`src/rtl/rsgt_pkg.sv`:
```
package rsgt_pkg;

    typedef enum logic [1:0] {
        ACT_FRAME = 2'd0,
        ACT_TICK  = 2'd1,
        ACT_OPEN  = 2'd2,
        ACT_NONE  = 2'd3
    } t_action;

    typedef enum logic [3:0] {
        VERDICT_DELIVER  = 4'd0,
        VERDICT_DUP      = 4'd1,
        VERDICT_STALE    = 4'd2,
        VERDICT_GAP      = 4'd3,
        VERDICT_FWD_NAK  = 4'd4,
        VERDICT_IGN_NAK  = 4'd5,
        VERDICT_FAIL     = 4'd6,
        VERDICT_DOWN     = 4'd7,
        VERDICT_IDLE     = 4'd8,
        VERDICT_OPENED   = 4'd9
    } t_verdict;

    localparam int unsigned CFG_IDX_W  = 2;
    localparam int unsigned CFG_DATA_W = 16;

    localparam logic [CFG_IDX_W-1:0] CFG_STALE_GRACE = 2'd0;
    localparam logic [CFG_IDX_W-1:0] CFG_GAP_BUDGET  = 2'd1;
    localparam logic [CFG_IDX_W-1:0] CFG_NAK_RETRY   = 2'd2;

    localparam logic [15:0] STALE_GRACE_RST = 16'd2000;
    localparam logic [15:0] GAP_BUDGET_RST  = 16'd500;
    localparam logic [15:0] NAK_RETRY_RST   = 16'd100;

    typedef struct packed {
        logic [15:0] grace_window;
        logic [15:0] gap_limit;
        logic [15:0] retry_period;
    } t_cfg;

    typedef struct packed {
        t_action     action;
        logic [31:0] now_ms;
        logic [31:0] frame_session;
        logic [15:0] frame_seq;
        logic        frame_is_nak;
        logic        frame_is_hello;
    } t_item;

    typedef struct packed {
        t_verdict    verdict;
        logic        nak_req;
        logic [15:0] nak_seq;
    } t_result;

endpackage

```
`src/rtl/rsgt_in_if.sv`:
```
interface rsgt_in_if;
    logic        valid;
    logic        ready;
    logic [1:0]  action;
    logic [31:0] now_ms;
    logic [31:0] frame_session;
    logic [15:0] frame_seq;
    logic        frame_is_nak;
    logic        frame_is_hello;

    modport source (
        output valid, action, now_ms, frame_session, frame_seq, frame_is_nak,
               frame_is_hello,
        input  ready
    );
    modport sink (
        input  valid, action, now_ms, frame_session, frame_seq, frame_is_nak,
               frame_is_hello,
        output ready
    );
endinterface

```
`src/rtl/rsgt_out_if.sv`:
```
interface rsgt_out_if;
    logic        valid;
    logic        ready;
    logic [3:0]  verdict;
    logic        nak_req;
    logic [15:0] nak_seq;

    modport source (
        output valid, verdict, nak_req, nak_seq,
        input  ready
    );
    modport sink (
        input  valid, verdict, nak_req, nak_seq,
        output ready
    );
endinterface

```
`src/rtl/rx_sequence_gap_tracker.sv`:
```
// Receive-side sequence tracker: one verdict per transaction (frame header,
// tick, link open or no-op), one transaction accepted per clock cycle when the
// result side keeps up. The transaction is held in an input register, judged
// combinationally against the link state, and the verdict lands in a result
// register while the link state updates at the same edge, so the next
// transaction already sees it. Configuration writes take effect on the following
// cycle and must only be issued while no transaction is in flight.
module rx_sequence_gap_tracker (
    input  logic                            i_clk,
    input  logic                            i_rst_n,
    input  logic                            i_cfg_we,
    input  logic [rsgt_pkg::CFG_IDX_W-1:0]  i_cfg_idx,
    input  logic [rsgt_pkg::CFG_DATA_W-1:0] i_cfg_data,
    rsgt_in_if.sink                         i_in,
    rsgt_out_if.source                      o_out
);
    import rsgt_pkg::*;

    t_cfg    cfg;
    t_item   r_in;
    logic    r_in_vld;
    t_result r_out;
    logic    r_out_vld;
    t_result res;
    logic    out_free;
    logic    adv;

    assign out_free   = !r_out_vld || o_out.ready;
    assign adv        = r_in_vld && out_free;
    assign i_in.ready = !r_in_vld || adv;

    rsgt_cfg_regs u_cfg (
        .i_clk      (i_clk),
        .i_rst_n    (i_rst_n),
        .i_cfg_we   (i_cfg_we),
        .i_cfg_idx  (i_cfg_idx),
        .i_cfg_data (i_cfg_data),
        .o_cfg      (cfg)
    );

    rsgt_tracker u_trk (
        .i_clk   (i_clk),
        .i_rst_n (i_rst_n),
        .i_adv   (adv),
        .i_item  (r_in),
        .i_cfg   (cfg),
        .o_res   (res)
    );

    always_ff @(posedge i_clk) begin
        if (!i_rst_n) begin
            r_in_vld  <= 1'b0;
            r_out_vld <= 1'b0;
        end else begin
            if (i_in.ready) begin
                r_in_vld <= i_in.valid;
            end
            if (out_free) begin
                r_out_vld <= r_in_vld;
            end
        end
    end

    always_ff @(posedge i_clk) begin
        if (i_in.valid && i_in.ready) begin
            r_in.action         <= t_action'(i_in.action);
            r_in.now_ms         <= i_in.now_ms;
            r_in.frame_session  <= i_in.frame_session;
            r_in.frame_seq      <= i_in.frame_seq;
            r_in.frame_is_nak   <= i_in.frame_is_nak;
            r_in.frame_is_hello <= i_in.frame_is_hello;
        end
        if (adv) begin
            r_out <= res;
        end
    end

    assign o_out.valid   = r_out_vld;
    assign o_out.verdict = r_out.verdict;
    assign o_out.nak_req = r_out.nak_req;
    assign o_out.nak_seq = r_out.nak_seq;

endmodule

```
`src/rtl/rsgt_cfg_regs.sv`:
```
module rsgt_cfg_regs (
    input  logic                           i_clk,
    input  logic                           i_rst_n,
    input  logic                           i_cfg_we,
    input  logic [rsgt_pkg::CFG_IDX_W-1:0] i_cfg_idx,
    input  logic [rsgt_pkg::CFG_DATA_W-1:0] i_cfg_data,
    output rsgt_pkg::t_cfg                 o_cfg
);
    import rsgt_pkg::*;

    t_cfg r_cfg;
    t_cfg n_cfg;

    always_comb begin
        n_cfg = r_cfg;
        if (i_cfg_we) begin
            unique case (i_cfg_idx)
                CFG_STALE_GRACE: n_cfg.grace_window = i_cfg_data;
                CFG_GAP_BUDGET:  n_cfg.gap_limit    = i_cfg_data;
                CFG_NAK_RETRY:   n_cfg.retry_period = i_cfg_data;
                default:         n_cfg = r_cfg;
            endcase
        end
    end

    always_ff @(posedge i_clk) begin
        if (!i_rst_n) begin
            r_cfg.grace_window <= STALE_GRACE_RST;
            r_cfg.gap_limit    <= GAP_BUDGET_RST;
            r_cfg.retry_period <= NAK_RETRY_RST;
        end else begin
            r_cfg <= n_cfg;
        end
    end

    assign o_cfg = r_cfg;

endmodule

```
`src/rtl/rsgt_tracker.sv`:
```
module rsgt_tracker (
    input  logic              i_clk,
    input  logic              i_rst_n,
    input  logic              i_adv,
    input  rsgt_pkg::t_item   i_item,
    input  rsgt_pkg::t_cfg    i_cfg,
    output rsgt_pkg::t_result o_res
);
    import rsgt_pkg::*;

    logic        r_link_failed, n_link_failed;
    logic        r_session_known, n_session_known;
    logic [31:0] r_peer_session, n_peer_session;
    logic [15:0] r_expected_seq, n_expected_seq;
    logic        r_in_gap, n_in_gap;
    logic [31:0] r_gap_start, n_gap_start;
    logic [31:0] r_last_nak, n_last_nak;
    logic [31:0] r_open_time, n_open_time;

    logic [15:0] seq_diff;
    logic [31:0] since_open;
    logic [31:0] since_gap;
    logic [31:0] since_nak;
    logic        stale_ok;
    logic        gap_expired;
    logic        retry_due;
    logic        sess_zero;
    logic        sess_match;
    t_verdict    verdict;
    logic        nak_req;

    assign seq_diff    = i_item.frame_seq - r_expected_seq;
    assign since_open  = i_item.now_ms - r_open_time;
    assign since_gap   = i_item.now_ms - r_gap_start;
    assign since_nak   = i_item.now_ms - r_last_nak;
    assign stale_ok    = since_open <= {16'd0, i_cfg.grace_window};
    assign gap_expired = since_gap > {16'd0, i_cfg.gap_limit};
    assign retry_due   = since_nak >= {16'd0, i_cfg.retry_period};
    assign sess_zero   = i_item.frame_session == 32'd0;
    assign sess_match  = i_item.frame_session == r_peer_session;

    always_comb begin
        n_link_failed   = r_link_failed;
        n_session_known = r_session_known;
        n_peer_session  = r_peer_session;
        n_expected_seq  = r_expected_seq;
        n_in_gap        = r_in_gap;
        n_gap_start     = r_gap_start;
        n_last_nak      = r_last_nak;
        n_open_time     = r_open_time;
        verdict         = VERDICT_IDLE;
        nak_req         = 1'b0;

        unique case (i_item.action)
            ACT_OPEN: begin
                n_link_failed   = 1'b0;
                n_session_known = 1'b0;
                n_peer_session  = 32'd0;
                n_expected_seq  = 16'd0;
                n_in_gap        = 1'b0;
                n_gap_start     = 32'd0;
                n_last_nak      = 32'd0;
                n_open_time     = i_item.now_ms;
                verdict         = VERDICT_OPENED;
            end
            ACT_NONE: begin
                verdict = VERDICT_IDLE;
            end
            ACT_FRAME: begin
                priority if (r_link_failed) begin
                    verdict = VERDICT_DOWN;
                end else if (sess_zero) begin
                    n_link_failed = 1'b1;
                    verdict       = VERDICT_FAIL;
                end else if (i_item.frame_is_nak) begin
                    verdict = (r_session_known && sess_match) ? VERDICT_FWD_NAK
                                                              : VERDICT_IGN_NAK;
                end else if (!r_session_known) begin
                    if (!i_item.frame_is_hello) begin
                        if (stale_ok) begin
                            verdict = VERDICT_STALE;
                        end else begin
                            n_link_failed = 1'b1;
                            verdict       = VERDICT_FAIL;
                        end
                    end else begin
                        n_session_known = 1'b1;
                        n_peer_session  = i_item.frame_session;
                        n_expected_seq  = i_item.frame_seq + 16'd1;
                        verdict         = VERDICT_DELIVER;
                    end
                end else if (!sess_match) begin
                    n_link_failed = 1'b1;
                    verdict       = VERDICT_FAIL;
                end else if (seq_diff[15]) begin
                    verdict = VERDICT_DUP;
                end else if (seq_diff != 16'd0) begin
                    if (!r_in_gap) begin
                        n_in_gap    = 1'b1;
                        n_gap_start = i_item.now_ms;
                        n_last_nak  = i_item.now_ms;
                        nak_req     = 1'b1;
                    end
                    verdict = VERDICT_GAP;
                end else begin
                    n_expected_seq = r_expected_seq + 16'd1;
                    n_in_gap       = 1'b0;
                    verdict        = VERDICT_DELIVER;
                end
            end
            ACT_TICK: begin
                priority if (r_link_failed) begin
                    verdict = VERDICT_DOWN;
                end else if (r_in_gap && gap_expired) begin
                    n_link_failed = 1'b1;
                    verdict       = VERDICT_FAIL;
                end else if (r_in_gap && retry_due) begin
                    n_last_nak = i_item.now_ms;
                    nak_req    = 1'b1;
                    verdict    = VERDICT_IDLE;
                end else begin
                    verdict = VERDICT_IDLE;
                end
            end
            default: verdict = VERDICT_IDLE;
        endcase
    end

    always_ff @(posedge i_clk) begin
        if (!i_rst_n) begin
            r_link_failed   <= 1'b1;
            r_session_known <= 1'b0;
            r_in_gap        <= 1'b0;
        end else if (i_adv) begin
            r_link_failed   <= n_link_failed;
            r_session_known <= n_session_known;
            r_in_gap        <= n_in_gap;
        end
    end

    always_ff @(posedge i_clk) begin
        if (i_adv) begin
            r_peer_session <= n_peer_session;
            r_expected_seq <= n_expected_seq;
            r_gap_start    <= n_gap_start;
            r_last_nak     <= n_last_nak;
            r_open_time    <= n_open_time;
        end
    end

    assign o_res.verdict = verdict;
    assign o_res.nak_req = nak_req;
    assign o_res.nak_seq = nak_req ? r_expected_seq : 16'd0;

`ifndef SYNTH
    a_open_clears: assert property (@(posedge i_clk) disable iff (!i_rst_n)
        (i_adv && i_item.action == ACT_OPEN)
        |=> (!r_link_failed && !r_session_known && !r_in_gap))
        else $error("link open left stale state");

    a_gap_needs_session: assert property (@(posedge i_clk) disable iff (!i_rst_n)
        r_in_gap |-> r_session_known)
        else $error("gap tracked without a known session");

    a_nak_verdict: assert property (@(posedge i_clk) disable iff (!i_rst_n)
        nak_req |-> (verdict == VERDICT_GAP || verdict == VERDICT_IDLE))
        else $error("nak requested with unexpected verdict");

    a_down_sticks: assert property (@(posedge i_clk) disable iff (!i_rst_n)
        (r_link_failed && i_adv && i_item.action != ACT_OPEN) |=> r_link_failed)
        else $error("failed link recovered without an open");
`endif

endmodule

```
`src/flat_wrapper.sv`:
```
// flat-port wrapper written by rule: the top's interface ports become plain ports
module rx_sequence_gap_tracker_flat import rsgt_pkg::*;
  (i_clk, i_rst_n, i_cfg_we, i_cfg_idx, i_cfg_data, i_in_valid, i_in_action, i_in_now_ms, i_in_frame_session, i_in_frame_seq, i_in_frame_is_nak, i_in_frame_is_hello, i_in_ready, o_out_valid, o_out_verdict, o_out_nak_req, o_out_nak_seq, o_out_ready);
  rsgt_in_if i_in_i ();
  rsgt_out_if o_out_i ();
  input  logic i_clk;
  input  logic i_rst_n;
  input  logic i_cfg_we;
  input  logic [rsgt_pkg::CFG_IDX_W-1:0] i_cfg_idx;
  input  logic [rsgt_pkg::CFG_DATA_W-1:0] i_cfg_data;
  input wire logic [$bits(i_in_i.valid)-1:0] i_in_valid;
  input wire logic [$bits(i_in_i.action)-1:0] i_in_action;
  input wire logic [$bits(i_in_i.now_ms)-1:0] i_in_now_ms;
  input wire logic [$bits(i_in_i.frame_session)-1:0] i_in_frame_session;
  input wire logic [$bits(i_in_i.frame_seq)-1:0] i_in_frame_seq;
  input wire logic [$bits(i_in_i.frame_is_nak)-1:0] i_in_frame_is_nak;
  input wire logic [$bits(i_in_i.frame_is_hello)-1:0] i_in_frame_is_hello;
  output wire logic [$bits(i_in_i.ready)-1:0] i_in_ready;
  output wire logic [$bits(o_out_i.valid)-1:0] o_out_valid;
  output wire logic [$bits(o_out_i.verdict)-1:0] o_out_verdict;
  output wire logic [$bits(o_out_i.nak_req)-1:0] o_out_nak_req;
  output wire logic [$bits(o_out_i.nak_seq)-1:0] o_out_nak_seq;
  input wire logic [$bits(o_out_i.ready)-1:0] o_out_ready;
  assign i_in_i.valid = i_in_valid;
  assign i_in_i.action = i_in_action;
  assign i_in_i.now_ms = i_in_now_ms;
  assign i_in_i.frame_session = i_in_frame_session;
  assign i_in_i.frame_seq = i_in_frame_seq;
  assign i_in_i.frame_is_nak = i_in_frame_is_nak;
  assign i_in_i.frame_is_hello = i_in_frame_is_hello;
  assign i_in_ready = i_in_i.ready;
  assign o_out_valid = o_out_i.valid;
  assign o_out_verdict = o_out_i.verdict;
  assign o_out_nak_req = o_out_i.nak_req;
  assign o_out_nak_seq = o_out_i.nak_seq;
  assign o_out_i.ready = o_out_ready;
  rx_sequence_gap_tracker u_core (.i_clk(i_clk), .i_rst_n(i_rst_n), .i_cfg_we(i_cfg_we), .i_cfg_idx(i_cfg_idx), .i_cfg_data(i_cfg_data), .i_in(i_in_i), .o_out(o_out_i));
endmodule
```
`config.mk`:
```
export PLATFORM = sky130hd
export DESIGN_NAME = rx_sequence_gap_tracker_flat
export DESIGN_NICKNAME = d
export VERILOG_FILES = /design/src/rtl/rsgt_pkg.sv /design/src/rtl/rsgt_in_if.sv /design/src/rtl/rsgt_out_if.sv /design/src/rtl/rx_sequence_gap_tracker.sv /design/src/rtl/rsgt_cfg_regs.sv /design/src/rtl/rsgt_tracker.sv /design/src/flat_wrapper.sv
export SDC_FILE = /design/constraint.sdc
export NUM_CORES = 1
export LEC_CHECK = 0
export BUFFER_PORTS_ARGS = -buffer_cell sky130_fd_sc_hd__buf_2
export CAP_MARGIN = 20
export CORE_MARGIN = 1
export CORE_UTILIZATION = 40
export CTS_CLUSTER_DIAMETER = 150
export CTS_CLUSTER_SIZE = 25
export DETAILED_ROUTE_END_ITERATION = 10
export MAX_ROUTING_LAYER = met4
export PLACE_DENSITY_LB_ADDON = 0.12
export SYNTH_ARGS = -nofsm -noshare
export SYNTH_HDL_FRONTEND = slang
export SYNTH_SLANG_ARGS = --single-unit
```
`constraint.sdc`:
```
create_clock -name i_clk -period 17.8 [get_ports i_clk]
set_clock_uncertainty 0.05 [all_clocks]
set_input_delay 1.78 -clock i_clk [delete_from_list [all_inputs] [get_ports i_clk]]
set_output_delay 1.78 -clock i_clk [all_outputs]
set_load 0.02 [all_outputs]
```
==> metrics.md <==
| Metric | Value |
|---|---|
| Share of flip-flops with an asynchronous set or reset | `0%` |
| RSZ-0062 raised after global routing | `no` |
| Detail Route Antenna Nets | `0` |
| Vias per cell | `between 5 and 6` |
| Status | `finished, final reports clean` |
| CTS tree | `done` |
| GRT overflow | `0` |
| Share of the clock period used by the worst path | `around 33%` |
| Flop pwr share | `52.6%` |
| Yosys top cell by area | `edfxtp_1` |
| Count leader, synth | `edfxtp_1` |
| Setup Fix Bufs, Post-CTS | `0` |
| Fmax | `169 MHz` |
| Internal Power | `1080 uW` |
| Initial antenna violation count | `0` |
| Logic gate share of total power | `19.8%` |
| Drt first-iter violations | `about 1,100` |
| Die Wd | `between 200 and 250 um` |
| Layout cell share with drive strength beyond 1 | `9.87%` |
| Net Sw Power | `458 uW` |
| Crit path DAT | `between 6000 and 7000 ps` |
| Critical Path Sink | `u_core.u_trk.r_last_nak[26]` |
| Clock Sinks | `~300` |
| Post-synth EDFFs | `roughly 250` |
| Core ar. | `~50,000 um^2` |
| Slew @ Worst Pin | `around 1100 ps` |
| First drt pass iteration count | `5` |
| First-pass GRT wire length | `just under 90,000 um` |
| Sw Share | `about 30%` |
| Leak pwr | `roughly 0.0084 uW` |
| Startpoint types | `flip-flop` |
| Worst hold margin | `slightly above 400 ps` |
| Syn nets | `2,346` |
| Mapped Avg Cell Area | `9.56 um^2` |
| Synthesis-stage register bit count | `between 300 and 400` |
| Register area share after synthesis | `approximately 43%` |
| Full die area | `50,500 um^2` |
| Peak VDD IR | `just under 80 uV` |
| Worst Hold Class | `reg -> reg` |
| Diode count | `0` |
| Post-synth cell types | `96` |
| Max-cap viol count | `0` |
| PortBufs | `129` |
| Post-layout minimum cycle time | `5910 ps` |
| Pin count of the biggest net entering global routing | `55` |
| Final slew viol count | `0` |
| Setup-failing EPs final | `0` |
| FF-to-FF End | `u_core.u_trk.r_last_nak[26]` |
| Tot GR Track Use | `approximately 23%` |
| Final wirelength | `between 50,000 and 60,000 um` |
| Vias in the first global route | `roughly 16,000` |
| CP Class | `reg -> reg` |
| P per Cell Area | `approximately 70 nW/um^2` |
| CTS Hold Bufs | `0` |
| Post-cts sizing count | `0` |
| Clock network power share | `~28%` |
| Hold Vio Cnt, Final | `0` |
| Clock root cell | `clkbuf_16` |
| Longest Clk Path Bufs | `3` |
| Wire per inst | `20.1 um` |
| Final #Nets | `2,437` |
| Crit end category | `flip-flop` |
| Setup crit start | `u_core.r_in[50]` |
| Initial core utilization | `40.6%` |
| H-tree Lvls | `1` |
| R2R Path Start | `u_core.r_in[50]` |
| Yosys Warn Count | `0` |
| Dpl cell area | `roughly 21,000 um^2` |
| Synth top area cells | `edfxtp_1 38%, ha_1 9.9%, dfxtp_1 5.3%` |
| Boundary Pins | `130` |
| CTS clk-pin slew, worst paths | `110 ps` |
| DP Wirelength | `roughly 44,000 um` |
| Synth top area share | `roughly 38%` |
| Hold path depth | `0` |
| Die Ht | `between 200 and 250 um` |
| CP required | `~18,000 ps` |
| Setup TNS | `0 ps` |
| CP Max Fanout | `32` |
| CTS buffer count | `16` |
| GPL Wtd Cong | `0.891` |
| Cells after Synth | `roughly 2,100` |
| Worst reg2reg path depth | `22` |
| Main synth FF type | `edfxtp_1` |
| Clk_lat worst skew | `570 ps` |
| Via count | `around 16,000` |
| DRC viols | `0` |
| Mapped Area | `19,900 um^2` |
| Final Instance Area | `21,700 um^2` |
| Slew margin rel. | `between 20% and 30%` |
| P&R area growth vs syn | `9.26%` |
| Post-synth top cells | `249 x edfxtp_1, 199 x nand2_1, 194 x inv_1` |
| R2R setup slack | `roughly 12,000 ps` |
| Floorplan row count | `just over 80` |
layout make-up:
| class | count | area [um^2] |
|---|---|---|
| timing repair buffer | 145 | 798 |
| fill | 4768 | 27300 |
| clock inverter | 3 | 43.8 |
| inverter | 194 | 728 |
| clock buffer | 25 | 434 |
| multi-input combinational | 1510 | 10300 |
| sequential | 302 | 8540 |
| tap | 664 | 831 |
cell usage in the layout, fill, tap and decap left out, drive strengths merged, types with 12 or more instances in the layout:
cell type / n
clkbuf: 25
ha: 157
and3: 18
nand4: 50
nand2b: 15
buf: 145
a21oi: 149
a21o: 36
xnor2: 50
o211ai: 31
nand2: 199
o21a: 22
edfxtp: 249
xor2: 53
and2: 48
nor3: 37
a2111oi: 12
nor2: 141
o21bai: 12
nor2b: 79
dfxtp: 53
o21ai: 89
nor4: 27
a21boi: 42
nand3: 32
inv: 195
a211oi: 23
worst max-delay path, cell delays in order, from the launching register on:
cell       delay [ps]
edfxtp_1          390
inv_1             160
ha_1              200
inv_1              60
fa_1              470
a211oi_1          320
o21ai_1           210
nand3_1           170
nand3_1           100
nor2_1            110
nor2_1             70
ha_1              340
a21oi_1           150
nand2_1            60
a221o_1           340
o31a_1            260
a2111oi_1         500
nand3_1           170
nor4b_2           370
a41oi_1           190
o21a_1            250
a211oi_4          140
buf_4             420
stage by stage:
| step | cells | utilization (%) | setup WS, ps | total power, uW |
|---|---|---|---|---|
| after global routing | 2843 | 44.3 | 11360 | 1610 |
| after floorplan | 2078 | - | 10720 | 1030 |
| final | 2843 | 44.3 | 11890 | 1540 |
| after detailed placement | 2813 | 43.3 | 11930 | 1130 |
| after global placement | 2813 | 43.3 | 12020 | 1130 |
| after CTS | 2841 | 44.2 | 11870 | 1550 |
power by group through the flow:
stage          Combinational [uW]  Clock, uW  Sequential [uW]
6_report                      306        426              810
5_1_grt                       339        458              814
4_1_cts                       305        438              811
3_5_place_dp                  303          0              827
3_3_place_gp                  302          0              826
2_1_floorplan                 209          0              821
how the worst min path moves through the flow:
stage	start	endpoint	slack (ps)
3_3_place_gp	u_core.r_in[50]	u_core.u_trk.r_open_time[0]	380
6_report	u_core.r_in[50]	u_core.u_trk.r_open_time[0]	400
5_1_grt	u_core.r_in[50]	u_core.u_trk.r_open_time[0]	430
4_1_cts	u_core.r_in[50]	u_core.u_trk.r_open_time[0]	410
3_5_place_dp	u_core.r_in[50]	u_core.u_trk.r_open_time[0]	390
2_1_floorplan	u_core.r_in[50]	u_core.u_trk.r_open_time[0]	380
kinds of logic (layout without fill, tap and decap cells):
family / Yosys count / in the layout / synth area share, %
mux: 14 / 14 / 0.737
xor+xnor: 103 / 103 / 4.54
flops: 302 / 302 / 43.0
fa+ha+maj: 161 / 161 / 10.3
compound gates: 527 / 527 / 18.3
simple gates: 705 / 705 / 17.9
buf+inv: 266 / 367 / 5.19
metal layers:
metal  GRT usage, %  vias to the layer above  share of wire [%]
met5              -                        -                  0
met4           5.68                        0                2.2
met3           1.87                       76                3.4
met2           38.7                      391                 48
met1           30.5                     7555                 47
li1               -                     7744                  -
sequential cells by signal, summed over array words and instances (netlist names):
name and flops:
u_core.r_in 84, u_core.u_cfg.o_cfg 48, u_core.u_trk.r_gap_start 32, u_core.u_trk.r_last_nak 32, u_core.u_trk.r_open_time 32, u_core.u_trk.r_peer_session 32
u_core.o_out.nak_seq 16, u_core.u_trk.r_expected_seq 16, u_core.o_out.verdict 4, u_core.o_out.nak_req 1, u_core.o_out.valid 1, u_core.r_in_vld 1
u_core.u_trk.r_in_gap 1, u_core.u_trk.r_link_failed 1, u_core.u_trk.r_session_known 1
No activity file was read; power rests on OpenSTA's default activity.
